### src/rtl/core/rsc_pkg.sv
// ----------------------------------------------------------------------------
// rsc_pkg: shared types and constants of the RPN stack calculator
// This package holds the command and status codes, the controller states and
// the command and status bundles that connect the controller and the datapath.
// ----------------------------------------------------------------------------
package rsc_pkg;

  localparam int STACK_DEPTH_DEF = 16;
  localparam int DATA_W          = 32;
  localparam int OP_W            = 3;
  localparam int STAT_W          = 2;

  typedef enum logic [OP_W-1:0] {
    OP_PUSH = 3'd0,
    OP_POP  = 3'd1,
    OP_ADD  = 3'd2,
    OP_SUB  = 3'd3,
    OP_MUL  = 3'd4,
    OP_DIV  = 3'd5
  } rsc_op_t;

  typedef enum logic [STAT_W-1:0] {
    ST_OK    = 2'd0,
    ST_UNDER = 2'd1,
    ST_DIV0  = 2'd2,
    ST_OVER  = 2'd3
  } rsc_status_t;

  // These select which stack slot a memory access uses, relative to the count.
  typedef enum logic [1:0] {
    ADR_FREE   = 2'd0,
    ADR_TOP    = 2'd1,
    ADR_SECOND = 2'd2
  } rsc_addr_t;

  typedef enum logic [1:0] {
    CNT_HOLD = 2'd0,
    CNT_INC  = 2'd1,
    CNT_DEC  = 2'd2,
    CNT_DEC2 = 2'd3
  } rsc_cnt_t;

  typedef enum logic [1:0] {
    RES_HOLD = 2'd0,
    RES_RD   = 2'd1,
    RES_ALU  = 2'd2,
    RES_QUO  = 2'd3
  } rsc_res_t;

  typedef enum logic [3:0] {
    S_IDLE,
    S_DECODE,
    S_POP,
    S_RD_S,
    S_LAT_S,
    S_EXEC,
    S_DIV,
    S_WB,
    S_FINISH
  } rsc_state_t;

  // These are the commands that the controller sends to the datapath.
  typedef struct packed {
    logic        capture;
    logic        rd_en;
    rsc_addr_t   rd_sel;
    logic        wr_en;
    rsc_addr_t   wr_sel;
    logic        wr_res;
    rsc_cnt_t    cnt_op;
    logic        lat_t;
    logic        lat_s;
    rsc_res_t    res_src;
    logic        st_load;
    rsc_status_t st_code;
    logic        div_start;
    logic        out_load;
  } rsc_cmd_t;

  // This is the status that the datapath returns to the controller.
  typedef struct packed {
    rsc_op_t op;
    logic    count_zero;
    logic    count_full;
    logic    count_lt2;
    logic    t_zero;
    logic    div_done;
    logic    out_busy;
  } rsc_stat_t;

endpackage

### src/rtl/core/rsc_div.sv
// ----------------------------------------------------------------------------
// rsc_div: iterative signed divider
// This unit is a restoring divider on magnitudes that retires one quotient bit
// per cycle and truncates the quotient toward zero.
// ----------------------------------------------------------------------------
module rsc_div (
  input  logic                      clk,
  input  logic                      rst,
  input  logic                      start,
  input  logic [rsc_pkg::DATA_W-1:0] num,
  input  logic [rsc_pkg::DATA_W-1:0] den,
  output logic                      done,
  output logic [rsc_pkg::DATA_W-1:0] quo
);

  localparam int DW = rsc_pkg::DATA_W;
  localparam int CW = $clog2(DW + 1);

  logic          busy;
  logic [CW-1:0] cnt;
  logic [DW-1:0] q;
  logic [DW-1:0] rem;
  logic [DW-1:0] den_mag;
  logic          neg;
  logic [DW:0]   shifted;
  logic          fits;

  assign shifted = {rem, q[DW-1]};
  assign fits    = shifted >= {1'b0, den_mag};

  always_ff @(posedge clk) begin
    if (rst) begin
      busy <= 1'b0;
      done <= 1'b0;
      cnt  <= '0;
    end else begin
      done <= 1'b0;
      if (start) begin
        busy <= 1'b1;
        cnt  <= CW'(DW);
      end else if (busy) begin
        cnt <= cnt - CW'(1);
        if (cnt == CW'(1)) begin
          busy <= 1'b0;
          done <= 1'b1;
        end
      end
    end
  end

  always_ff @(posedge clk) begin
    if (start) begin
      q       <= num[DW-1] ? (DW'(0) - num) : num;
      den_mag <= den[DW-1] ? (DW'(0) - den) : den;
      neg     <= num[DW-1] ^ den[DW-1];
      rem     <= '0;
    end else if (busy) begin
      // The remainder stays below the divisor, so it always fits in DW bits.
      if (fits) begin
        rem <= DW'(shifted - {1'b0, den_mag});
      end else begin
        rem <= shifted[DW-1:0];
      end
      q <= {q[DW-2:0], fits};
    end
  end

  assign quo = neg ? (DW'(0) - q) : q;

endmodule

### src/rtl/core/rsc_dpath.sv
// ----------------------------------------------------------------------------
// rsc_dpath: datapath of the RPN stack calculator
// This module holds the stack memory, the entry count, the operand registers,
// the adder and multiplier, the divider and the output register.
// ----------------------------------------------------------------------------
module rsc_dpath #(
  parameter int STACK_DEPTH = rsc_pkg::STACK_DEPTH_DEF
) (
  input  logic                       clk,
  input  logic                       rst,
  input  logic [rsc_pkg::OP_W-1:0]   in_cmd,
  input  logic [rsc_pkg::DATA_W-1:0] in_value,
  input  rsc_pkg::rsc_cmd_t          ctl,
  output rsc_pkg::rsc_stat_t         stat,
  input  logic                       out_ready,
  output logic                       out_valid,
  output logic [rsc_pkg::STAT_W-1:0] out_status,
  output logic [rsc_pkg::DATA_W-1:0] out_value,
  output logic                       out_empty
);

  localparam int DW = rsc_pkg::DATA_W;
  localparam int CW = $clog2(STACK_DEPTH + 1);
  localparam int AW = $clog2(STACK_DEPTH);

  logic [DW-1:0]           mem [STACK_DEPTH];
  logic [DW-1:0]           rd_data;
  logic [CW-1:0]           count;
  logic [rsc_pkg::OP_W-1:0] op;
  logic [DW-1:0]           value_q;
  logic [DW-1:0]           t_reg;
  logic [DW-1:0]           s_reg;
  logic [DW-1:0]           res;
  rsc_pkg::rsc_status_t    status_q;
  logic [DW-1:0]           alu;
  logic [DW-1:0]           quo;
  logic                    div_done;
  logic [CW-1:0]           rd_slot;
  logic [CW-1:0]           wr_slot;

  function automatic logic [CW-1:0] slot(rsc_pkg::rsc_addr_t sel, logic [CW-1:0] cnt);
    logic [CW-1:0] s;
    case (sel)
      rsc_pkg::ADR_TOP:    s = cnt - CW'(1);
      rsc_pkg::ADR_SECOND: s = cnt - CW'(2);
      default:             s = cnt;
    endcase
    return s;
  endfunction

  assign rd_slot = slot(ctl.rd_sel, count);
  assign wr_slot = slot(ctl.wr_sel, count);

  always_ff @(posedge clk) begin
    if (ctl.wr_en) begin
      mem[wr_slot[AW-1:0]] <= ctl.wr_res ? res : value_q;
    end
    if (ctl.rd_en) begin
      rd_data <= mem[rd_slot[AW-1:0]];
    end
  end

  always_ff @(posedge clk) begin
    if (rst) begin
      count <= '0;
    end else begin
      case (ctl.cnt_op)
        rsc_pkg::CNT_INC:  count <= count + CW'(1);
        rsc_pkg::CNT_DEC:  count <= count - CW'(1);
        rsc_pkg::CNT_DEC2: count <= count - CW'(2);
        default:           count <= count;
      endcase
    end
  end

  always_comb begin
    case (rsc_pkg::rsc_op_t'(op))
      rsc_pkg::OP_SUB: alu = s_reg - t_reg;
      rsc_pkg::OP_MUL: alu = s_reg * t_reg;
      default:         alu = s_reg + t_reg;
    endcase
  end

  always_ff @(posedge clk) begin
    if (ctl.capture) begin
      op       <= in_cmd;
      value_q  <= in_value;
      res      <= '0;
      status_q <= rsc_pkg::ST_OK;
    end else begin
      case (ctl.res_src)
        rsc_pkg::RES_RD:  res <= rd_data;
        rsc_pkg::RES_ALU: res <= alu;
        rsc_pkg::RES_QUO: res <= quo;
        default:          res <= res;
      endcase
      if (ctl.st_load) begin
        status_q <= ctl.st_code;
      end
    end
    if (ctl.lat_t) begin
      t_reg <= rd_data;
    end
    if (ctl.lat_s) begin
      s_reg <= rd_data;
    end
  end

  rsc_div u_div (
    .clk   (clk),
    .rst   (rst),
    .start (ctl.div_start),
    .num   (s_reg),
    .den   (t_reg),
    .done  (div_done),
    .quo   (quo)
  );

  always_ff @(posedge clk) begin
    if (rst) begin
      out_valid <= 1'b0;
    end else if (ctl.out_load) begin
      out_valid <= 1'b1;
    end else if (out_ready) begin
      out_valid <= 1'b0;
    end
  end

  always_ff @(posedge clk) begin
    if (ctl.out_load) begin
      out_status <= status_q;
      out_value  <= res;
      out_empty  <= count == '0;
    end
  end

  assign stat.op         = rsc_pkg::rsc_op_t'(op);
  assign stat.count_zero = count == '0;
  assign stat.count_full = count >= CW'(STACK_DEPTH);
  assign stat.count_lt2  = count < CW'(2);
  assign stat.t_zero     = t_reg == '0;
  assign stat.div_done   = div_done;
  assign stat.out_busy   = out_valid && !out_ready;

endmodule

### src/rtl/core/rsc_ctrl.sv
// ----------------------------------------------------------------------------
// rsc_ctrl: sequencer of the RPN stack calculator
// This state machine walks each request through decode, stack reads, the
// operation and the write-back, and it hands the result to the output register.
// ----------------------------------------------------------------------------
module rsc_ctrl (
  input  logic               clk,
  input  logic               rst,
  input  logic               in_valid,
  output logic               in_ready,
  input  rsc_pkg::rsc_stat_t stat,
  output rsc_pkg::rsc_cmd_t  ctl
);

  rsc_pkg::rsc_state_t state;
  rsc_pkg::rsc_state_t state_next;

  always_ff @(posedge clk) begin
    if (rst) begin
      state <= rsc_pkg::S_IDLE;
    end else begin
      state <= state_next;
    end
  end

  always_comb begin
    state_next = state;
    ctl        = '0;
    in_ready   = 1'b0;
    case (state)
      rsc_pkg::S_IDLE: begin
        // No request is taken while reset is held.
        in_ready = !rst;
        if (in_valid && !rst) begin
          ctl.capture = 1'b1;
          state_next  = rsc_pkg::S_DECODE;
        end
      end
      rsc_pkg::S_DECODE: begin
        state_next = rsc_pkg::S_FINISH;
        case (stat.op)
          rsc_pkg::OP_PUSH: begin
            if (stat.count_full) begin
              ctl.st_load = 1'b1;
              ctl.st_code = rsc_pkg::ST_OVER;
            end else begin
              ctl.wr_en  = 1'b1;
              ctl.wr_sel = rsc_pkg::ADR_FREE;
              ctl.cnt_op = rsc_pkg::CNT_INC;
            end
          end
          rsc_pkg::OP_POP: begin
            if (stat.count_zero) begin
              ctl.st_load = 1'b1;
              ctl.st_code = rsc_pkg::ST_UNDER;
            end else begin
              ctl.rd_en  = 1'b1;
              ctl.rd_sel = rsc_pkg::ADR_TOP;
              state_next = rsc_pkg::S_POP;
            end
          end
          rsc_pkg::OP_ADD, rsc_pkg::OP_SUB, rsc_pkg::OP_MUL, rsc_pkg::OP_DIV: begin
            if (stat.count_lt2) begin
              ctl.st_load = 1'b1;
              ctl.st_code = rsc_pkg::ST_UNDER;
            end else begin
              ctl.rd_en  = 1'b1;
              ctl.rd_sel = rsc_pkg::ADR_TOP;
              state_next = rsc_pkg::S_RD_S;
            end
          end
          default: begin
            state_next = rsc_pkg::S_FINISH;
          end
        endcase
      end
      rsc_pkg::S_POP: begin
        ctl.res_src = rsc_pkg::RES_RD;
        ctl.cnt_op  = rsc_pkg::CNT_DEC;
        state_next  = rsc_pkg::S_FINISH;
      end
      rsc_pkg::S_RD_S: begin
        ctl.lat_t  = 1'b1;
        ctl.rd_en  = 1'b1;
        ctl.rd_sel = rsc_pkg::ADR_SECOND;
        state_next = rsc_pkg::S_LAT_S;
      end
      rsc_pkg::S_LAT_S: begin
        ctl.lat_s  = 1'b1;
        state_next = rsc_pkg::S_EXEC;
      end
      rsc_pkg::S_EXEC: begin
        if (stat.op == rsc_pkg::OP_DIV) begin
          if (stat.t_zero) begin
            // Both operands are dropped and nothing is pushed.
            ctl.st_load = 1'b1;
            ctl.st_code = rsc_pkg::ST_DIV0;
            ctl.cnt_op  = rsc_pkg::CNT_DEC2;
            state_next  = rsc_pkg::S_FINISH;
          end else begin
            ctl.div_start = 1'b1;
            state_next    = rsc_pkg::S_DIV;
          end
        end else begin
          ctl.res_src = rsc_pkg::RES_ALU;
          state_next  = rsc_pkg::S_WB;
        end
      end
      rsc_pkg::S_DIV: begin
        if (stat.div_done) begin
          ctl.res_src = rsc_pkg::RES_QUO;
          state_next  = rsc_pkg::S_WB;
        end
      end
      rsc_pkg::S_WB: begin
        // The result replaces the second entry, and the stack shrinks by one.
        ctl.wr_en  = 1'b1;
        ctl.wr_sel = rsc_pkg::ADR_SECOND;
        ctl.wr_res = 1'b1;
        ctl.cnt_op = rsc_pkg::CNT_DEC;
        state_next = rsc_pkg::S_FINISH;
      end
      rsc_pkg::S_FINISH: begin
        if (!stat.out_busy) begin
          ctl.out_load = 1'b1;
          state_next   = rsc_pkg::S_IDLE;
        end
      end
      default: begin
        state_next = rsc_pkg::S_IDLE;
      end
    endcase
  end

endmodule

### src/rtl/core/rpn_stack_calculator.sv
// ----------------------------------------------------------------------------
// rpn_stack_calculator: reverse-Polish integer stack calculator
// Requests arrive on the s_ channel with a command in s_tuser and an operand
// in s_tdata. Each request yields one response on the m_ channel.
// m_tvalid rises when the response is loaded at the final step. Push, unused
// commands and underflow go from decode to the final step; pop reads the top
// entry; add, subtract, multiply and divide read both operands and execute,
// a divide in the divider, which retires one quotient bit per cycle, and all
// but a divide by zero write back. The next request can be taken in the cycle
// after the response is loaded. The block takes one request at a time; s_tready
// is high only while the sequencer is idle and reset is released. The stack
// sits in a single-port memory of STACK_DEPTH words with a registered read.
// Reset clears the entry count and the output valid flag; the memory itself is
// not cleared because only written entries are ever read.
// A finished response waits in the output register while m_tready is low.
// Meanwhile the next request is still accepted and processed, and it waits
// only at its last step until the output register frees up.
// ----------------------------------------------------------------------------
module rpn_stack_calculator #(
  parameter int STACK_DEPTH = rsc_pkg::STACK_DEPTH_DEF
) (
  input  logic        clk,
  input  logic        rst,
  input  logic        s_tvalid,
  output logic        s_tready,
  input  logic [31:0] s_tdata,   // [31:0] value
  input  logic [2:0]  s_tuser,   // [2:0] cmd
  output logic        m_tvalid,
  input  logic        m_tready,
  output logic [31:0] m_tdata,   // [31:0] result_value
  output logic [2:0]  m_tuser    // [1:0] status, [2] empty_res
);

  rsc_pkg::rsc_cmd_t  ctl;
  rsc_pkg::rsc_stat_t stat;
  logic [rsc_pkg::STAT_W-1:0] out_status;
  logic                       out_empty;

  // The sequencer decides each step; the datapath holds all stack state.
  rsc_ctrl u_ctrl (
    .clk      (clk),
    .rst      (rst),
    .in_valid (s_tvalid),
    .in_ready (s_tready),
    .stat     (stat),
    .ctl      (ctl)
  );

  rsc_dpath #(
    .STACK_DEPTH (STACK_DEPTH)
  ) u_dpath (
    .clk        (clk),
    .rst        (rst),
    .in_cmd     (s_tuser),
    .in_value   (s_tdata),
    .ctl        (ctl),
    .stat       (stat),
    .out_ready  (m_tready),
    .out_valid  (m_tvalid),
    .out_status (out_status),
    .out_value  (m_tdata),
    .out_empty  (out_empty)
  );

  // The response flags travel together in the sideband field.
  assign m_tuser = {out_empty, out_status};

endmodule

### config.mk
export PLATFORM = sky130hd
export DESIGN_NAME = rpn_stack_calculator
export DESIGN_NICKNAME = d
export VERILOG_FILES = /design/src/rtl/core/rsc_pkg.sv /design/src/rtl/core/rsc_div.sv /design/src/rtl/core/rsc_dpath.sv /design/src/rtl/core/rsc_ctrl.sv /design/src/rtl/core/rpn_stack_calculator.sv
export SDC_FILE = /design/constraint.sdc
export NUM_CORES = 2
export LEC_CHECK = 0
export ABC_AREA = 1
export BUFFER_PORTS_ARGS = -buffer_cell sky130_fd_sc_hd__buf_2
export CAP_MARGIN = 25
export CORE_ASPECT_RATIO = 0.6
export CORE_MARGIN = 3
export CORE_UTILIZATION = 50
export DETAILED_ROUTE_END_ITERATION = 7
export PLACE_DENSITY_LB_ADDON = 0.05
export SYNTH_ARGS = -nofsm -noshare
export SYNTH_HDL_FRONTEND = slang
export SYNTH_SLANG_ARGS = --single-unit
### constraint.sdc
create_clock -name clk -period 15.4 [get_ports clk]
set_input_delay 2.31 -clock clk [delete_from_list [all_inputs] [get_ports clk]]
set_output_delay 2.31 -clock clk [all_outputs]
set_load 0.01 [all_outputs]
After elaboration in Yosys (flattened, before gate mapping)

Memories as Yosys holds them, arrays and structs flattened. A register that Yosys moved wholly into a read port is not among the register bits.
Cells that the tools add are included.

Memories: 1
Logic and storage cells: 145
Output and inout bits: 37
RAM bits: 512
Register bits after elaboration: 283

Memory list:

| memory      | depth | bits a word | read ports | clocked after Yosys merged registers in | write ports | line            | text |
|---|---|---|---|---|---|---|---|
| u_dpath.mem | 16    | 32          | 1          | 1                                       | 1           | rsc_dpath.sv:26 | `logic [DW-1:0] mem [STACK_DEPTH];` |

$mul: 1
Eq/ne operators: 27
Mux-type cells: 63
Order comparisons: 3
Reductions and logical operators: 17
Add/sub/neg operators: 10
Bitwise operators: 2

Operators with widths:

| cell                                                                  | count |
|---|---|
| 32-bit 2-to-1 mux                                                     | 6 |
| 32-bit one-hot mux with 3 select lines                                | 1 |
| 1-bit by 32-bit subtractor with 32-bit output, first input constant   | 3 |
| 32-bit one-hot mux with 2 select lines                                | 1 |
| 32-bit subtractor                                                     | 2 |
| 33-bit by 32-bit greater-or-equal comparator with 1-bit output        | 1 |
| 32-bit adder                                                          | 1 |
| 32-bit zero test                                                      | 1 |
| 32-bit by 32-bit multiplier with 32-bit output                        | 1 |
| 4-bit 2-to-1 mux                                                      | 8 |
| 4-bit one-hot mux with 8 select lines                                 | 1 |
| 31-bit 2-to-1 mux                                                     | 1 |
| 3-bit 2-to-1 mux                                                      | 8 |
| 3-bit one-hot mux with 2 select lines                                 | 4 |
| 4-bit one-hot mux with 2 select lines                                 | 3 |
| 1-bit 2-to-1 mux                                                      | 19 |
| 4-bit by 3-bit equality test with 1-bit output, second input constant | 4 |
| 5-bit one-hot mux with 3 select lines                                 | 1 |
| 2-bit equality test, second input constant                            | 6 |
| 6-bit 2-to-1 mux                                                      | 2 |
| 2-bit one-hot mux with 3 select lines                                 | 2 |
| 2-bit 2-to-1 mux                                                      | 5 |
| 3-bit one-hot mux with 3 select lines                                 | 1 |
| 2-bit by 1-bit equality test with 1-bit output, second input constant | 4 |
| other kinds (28)                                                      | 37 |

Longest topological paths before layout

Depth after elaboration: 6
Mapped depth: 34

Hierarchy

Synthesis repeated with hierarchy kept, for this count alone.

Cells, all modules: 6354
Area, all modules: 56923.3 um^2

By module, submodules not included:

| module               | cells an instance | area an instance (um^2) | instances |
|---|---|---|---|
| rsc_dpath            | 4776              | 47082.7                 | 1 |
| rsc_div              | 1487              | 9365.2                  | 1 |
| rsc_ctrl             | 90                | 467.9                   | 1 |
| rpn_stack_calculator | 1                 | 7.5                     | 1 |

Least setup slack after synthesis

Ideal clock, no wire load.

Kind: flip-flop to flip-flop
From: register u_dpath.t_reg[5]
To: register u_dpath.res[26]
Cell stages (with the launch flop): 31
Arrival time: 6.627 ns
Setup slack: 8.653 ns
Path buffers: 3
Required time: 15.281 ns
Path through: edfxtp_1 -> clkbuf_1 -> clkbuf_1 -> buf_1 -> nand2_1 -> inv_1 -> fa_1 -> fa_1 -> fa_1 -> inv_1 -> fa_1 -> inv_1 -> fa_1 -> fa_1 -> fa_1 -> fa_1 -> ha_1 -> nand2_1 -> inv_1 -> nand2_1 -> nor3_1 -> nand4_1 -> nand3_1 -> nand3_1 -> nand2_1 -> nand2_1 -> nand2_1 -> xnor2_1 -> nand2_1 -> nand3_1 -> a21oi_1

Word-level cells in the longest chain between the ends: 3
Elaborated cells on any way between the ends: 5
Those cells by class: add/sub (2); mul (1); mux (2)

RTL lines:

| element                                                                | line             | text |
|---|---|---|
| start: declaration                                                     | rsc_dpath.sv:31  | `logic [DW-1:0] t_reg;` |
| start signal: assignment                                               | rsc_dpath.sv:102 | `t_reg <= rd_data;` |
| 32-bit by 32-bit multiplier with 32-bit output (tied with other cells) | rsc_dpath.sv:79  | `rsc_pkg::OP_MUL: alu = s_reg * t_reg;` |
| 32-bit one-hot mux with 2 select lines (*)                             | rsc_dpath.sv:77  | `case (rsc_pkg::rsc_op_t'(op))` |
| 32-bit one-hot mux with 3 select lines (*)                             | rsc_dpath.sv:91  | `case (ctl.res_src)` |
| end signal: assignment                                                 | rsc_dpath.sv:92  | `rsc_pkg::RES_RD: res <= rd_data;` |
| end signal: assignment                                                 | rsc_dpath.sv:93  | `rsc_pkg::RES_ALU: res <= alu;` |
| end signal: assignment                                                 | rsc_dpath.sv:94  | `rsc_pkg::RES_QUO: res <= quo;` |
| end: declaration                                                       | rsc_dpath.sv:33  | `logic [DW-1:0] res;` |

Every way passes the cells marked *; elsewhere a longest branch is shown, timed or not.
A chain may end at the register's enable or synchronous reset.

Final worst setup path

From: register u_dpath.s_reg[14]
To: register u_dpath.res[22]

Word-level cells in the longest chain between the ends: 3
Elaborated cells on any way between the ends: 5
Those cells by class: add/sub (2); mul (1); mux (2)

RTL lines:

| element                                                                | line             | text |
|---|---|---|
| start: declaration                                                     | rsc_dpath.sv:32  | `logic [DW-1:0] s_reg;` |
| start signal: assignment                                               | rsc_dpath.sv:105 | `s_reg <= rd_data;` |
| 32-bit by 32-bit multiplier with 32-bit output (tied with other cells) | rsc_dpath.sv:79  |  |
| 32-bit one-hot mux with 2 select lines (*)                             | rsc_dpath.sv:77  |  |
| 32-bit one-hot mux with 3 select lines (*)                             | rsc_dpath.sv:91  |  |

Marked as above.

==> results.md <==
* Status: finished clean
* Total Routing Usage GR at between 30 and 40%
* Ports at 76
* Setup Skew at 0.0412 ns
* Root buffer selected by CTS: clkbuf_16
* CTS tree: yes
* Initial core utilization at 50.6%
* Nets at 6594
* Max-slew violation count at 0
* Syn Nets at 6644
* Setup Fix Bufs, Post-CTS at 0
* First-pass GRT wire length at 269000 um
* Iteration-0 DRC Markers at between 4000 and 5000
* Routed vias/inst at 5.69
* Commonest cells after routing, fill and taps aside: nand2_1, inv_1, edfxtp_1, o21ai_0, nor2_1
* Worst hold start: u_dpath.status_q[1]
* Post-DP HPWL at ~130000 um
* Reg2Reg Depth at 23
* Async SR Flop Fraction at 0%
* Placed cell count at 7344
* Clk slew on worst S/H paths at 0.07 ns
* Synth Cell Area at 55600 um^2
* CP endpoint kind: flip-flop
* Antenna Nets Post-Route at 0
* Hold-critical path depth at 0
* Fmax at 122 MHz
* WP data arrival at ~8.7 ns
* Slew headroom at 28.3%
* Final Non-Filler Cells at ~7500
* Max incr delay on CP at about 0.65 ns
* Filler instances at 10000
* Core Rows at 94
* Total grt overflow at 0
* Post-route cell area at 60300 um^2
* Crit-path cells: buf_4, nand2_1, inv_1, fa_1, fa_1, fa_1, inv_1, fa_1, inv_1, fa_1, fa_1, fa_1, fa_1, ha_1, nand2_1, inv_1, nand2_1, nor3_1, nand4_1, nand3_1, a21oi_1, o21ai_0, a31oi_1
* Post-cts sizing count at 0
* EDFF count, synth at 743
* Die height at ~260 um
* Critical path launch point type: flip-flop
* Syn Inst Count at 5993
* Share of layout cells above drive strength 1 at 7.64%
* Commonest non-fill, non-tap cell in the layout: nand2_1
* Worst R2R Start: u_dpath.s_reg[14]
* Fin. Hold Viols at 0
* WS Path Type: flip-flop to flip-flop
* Syn avg cell area at between 9 and 10 um^2
* Crit path top cell by count: fa_1
* Tot Pwr at 4.99 mW
* CTS Hold Bufs at 0
* Drt drc at 0
* CTS Buf Count at 83
* WP data required at roughly 16 ns
* Via count at 42600
* RSZ-0062 raised after global routing: no
* Port bufs at 75
* HP Class: flip-flop to flip-flop
* Clock Path Buffers at 3
* Pwr Density at 82.8 nW/um^2
* Sequential share of the synthesized area at 43.2%
* Clock latency on the worst-skew pair at around 0.7 ns
* Prevailing post-synth register cell: edfxtp_1
* Minimum clock period at just over 8 ns
* GP Congestion at 1.02
* Library cells used by synthesis at 67
* Largest net degree at the start of global routing at 97
* DRT Wirelength at 180000 um
* #FFs+latches synth at 827
* Drt pass-1 iters at 5
* Worst slew pin tran at around 1.1 ns
* Max reg flops at 512
* CP max-delay cell: o21ai_0
* Lkg Pwr at 26.8 nW
* Worst reg-to-reg setup slack at 7.22 ns
* Worst vdd ir at approximately 84 uV
* Drt wl/cell at 24.1 um
* Yosys warnings at 0
* Clk sinks at 827
* Die width at approximately 440 um
* Number of global-route vias before repair at 39900
* Placed cell areas at 57400 um^2
* Die Footprint at 115000 um^2
* Reg-to-Reg End: u_dpath.res[22]
* Area Growth Syn to Fin at 8.53%
* Max-cap violations at 0
* Post-route setup TNS at 0 ns
* Setup Viol. Count Final at 0
* Initial antenna violation count at 3
* Hold Crit Endpoint: u_dpath.out_status[1]
* H-tree depth at 3
* Final worst-path cycle share at 53.1%
* Core Region at approximately 110000 um^2
* Largest fanout on the critical path at 19
==> worst max-delay path by stage <==
stage,start,endpoint,depth (start not counted)
floorplan,u_dpath.t_reg[5],u_dpath.res[26],30
global placement,u_dpath.s_reg[17],u_dpath.res[22],23
detailed placement,u_dpath.s_reg[14],u_dpath.res[24],26
CTS,u_dpath.s_reg[14],u_dpath.res[22],23
global route,u_dpath.s_reg[14],u_dpath.res[24],26
finish,u_dpath.s_reg[14],u_dpath.res[22],23
==> worst max-delay path: cells and delay by family, from the launching register on <==
family,cells,cell delay (ns)
buffers and inverters,5,0.67
DFF,1,0.53
and+or+nand+nor,6,1.52
adders and majority gates,9,4.31
AOI/OAI and AO/OA,3,0.97
==> Yosys cell counts, types with 10 or more instances <==
cell	n	area (um^2)
nand3b_1	11	82.6
nor3_1	47	235
buf_2	44	220
o21ai_0	550	2750
edfxtp_1	743	22300
a21oi_1	188	941
inv_1	1013	3800
nand2_2	29	181
o211ai_1	24	180
dfxtp_1	84	1680
nor3_2	13	130
nand2_1	1188	4460
o211ai_2	25	313
nor4_1	14	87.6
xnor2_1	44	385
clkbuf_1	200	751
buf_1	53	199
o21ai_1	35	175
ha_1	202	2530
nand3_1	158	791
o21bai_1	18	135
xor2_1	83	727
a21o_1	10	75.1
a31oi_1	31	194
nor2_1	488	1830
fa_1	410	8210
o221ai_1	52	455
inv_2	19	71.3
nand4_1	28	175
o22ai_1	80	500
==> metal layers <==
metal,track usage [%],routed length [um]
met1,51.6,86900
met2,41.1,69900
met3,8.08,21100
met4,5.03,2660
met5,0,0
==> power by group <==
group	internal, mW	switching [mW]
sequential	2.46	0.0162
combinational	0.0981	0.226
clock	1.24	0.952
==> final cells by class <==
type,count,area (um^2),area share [%]
antenna,1,2.50,0.00415
clock buffer,100,2180,3.61
clock inverter,49,696,1.15
inverter,1033,3880,6.44
multi-input combinational,3821,26600,44.0
sequential,827,24000,39.8
tap,1488,1860,3.09
timing repair buffer,177,1150,1.91
==> kinds of logic (layout without fill, tap and decap cells) <==
family / Yosys count / count (layout) / synth area share [%]
XOR/XNOR: 127 / 127 / 2.00
other: 0 / 1 / 0
buffers and inverters: 1345 / 1359 / 9.43
flip-flops: 827 / 827 / 43.2
AO/OA/AOI/OAI: 1062 / 1062 / 11.1
adder cells (fa/ha/maj): 612 / 612 / 19.3
AND/OR/NAND/NOR: 2020 / 2020 / 15.0
==> stage by stage <==
stage / util (%) / worst slack [ns] / hold slack, ns
floorplan: - / 8.65 / 0.408
global placement: 52.2 / 7.56 / 0.416
detailed placement: 52.2 / 7.55 / 0.424
CTS: 54.8 / 7.50 / 0.440
global route: 54.9 / 7.04 / 0.447
finish: 54.9 / 7.22 / 0.445
Power figures use the tool's default switching activity.
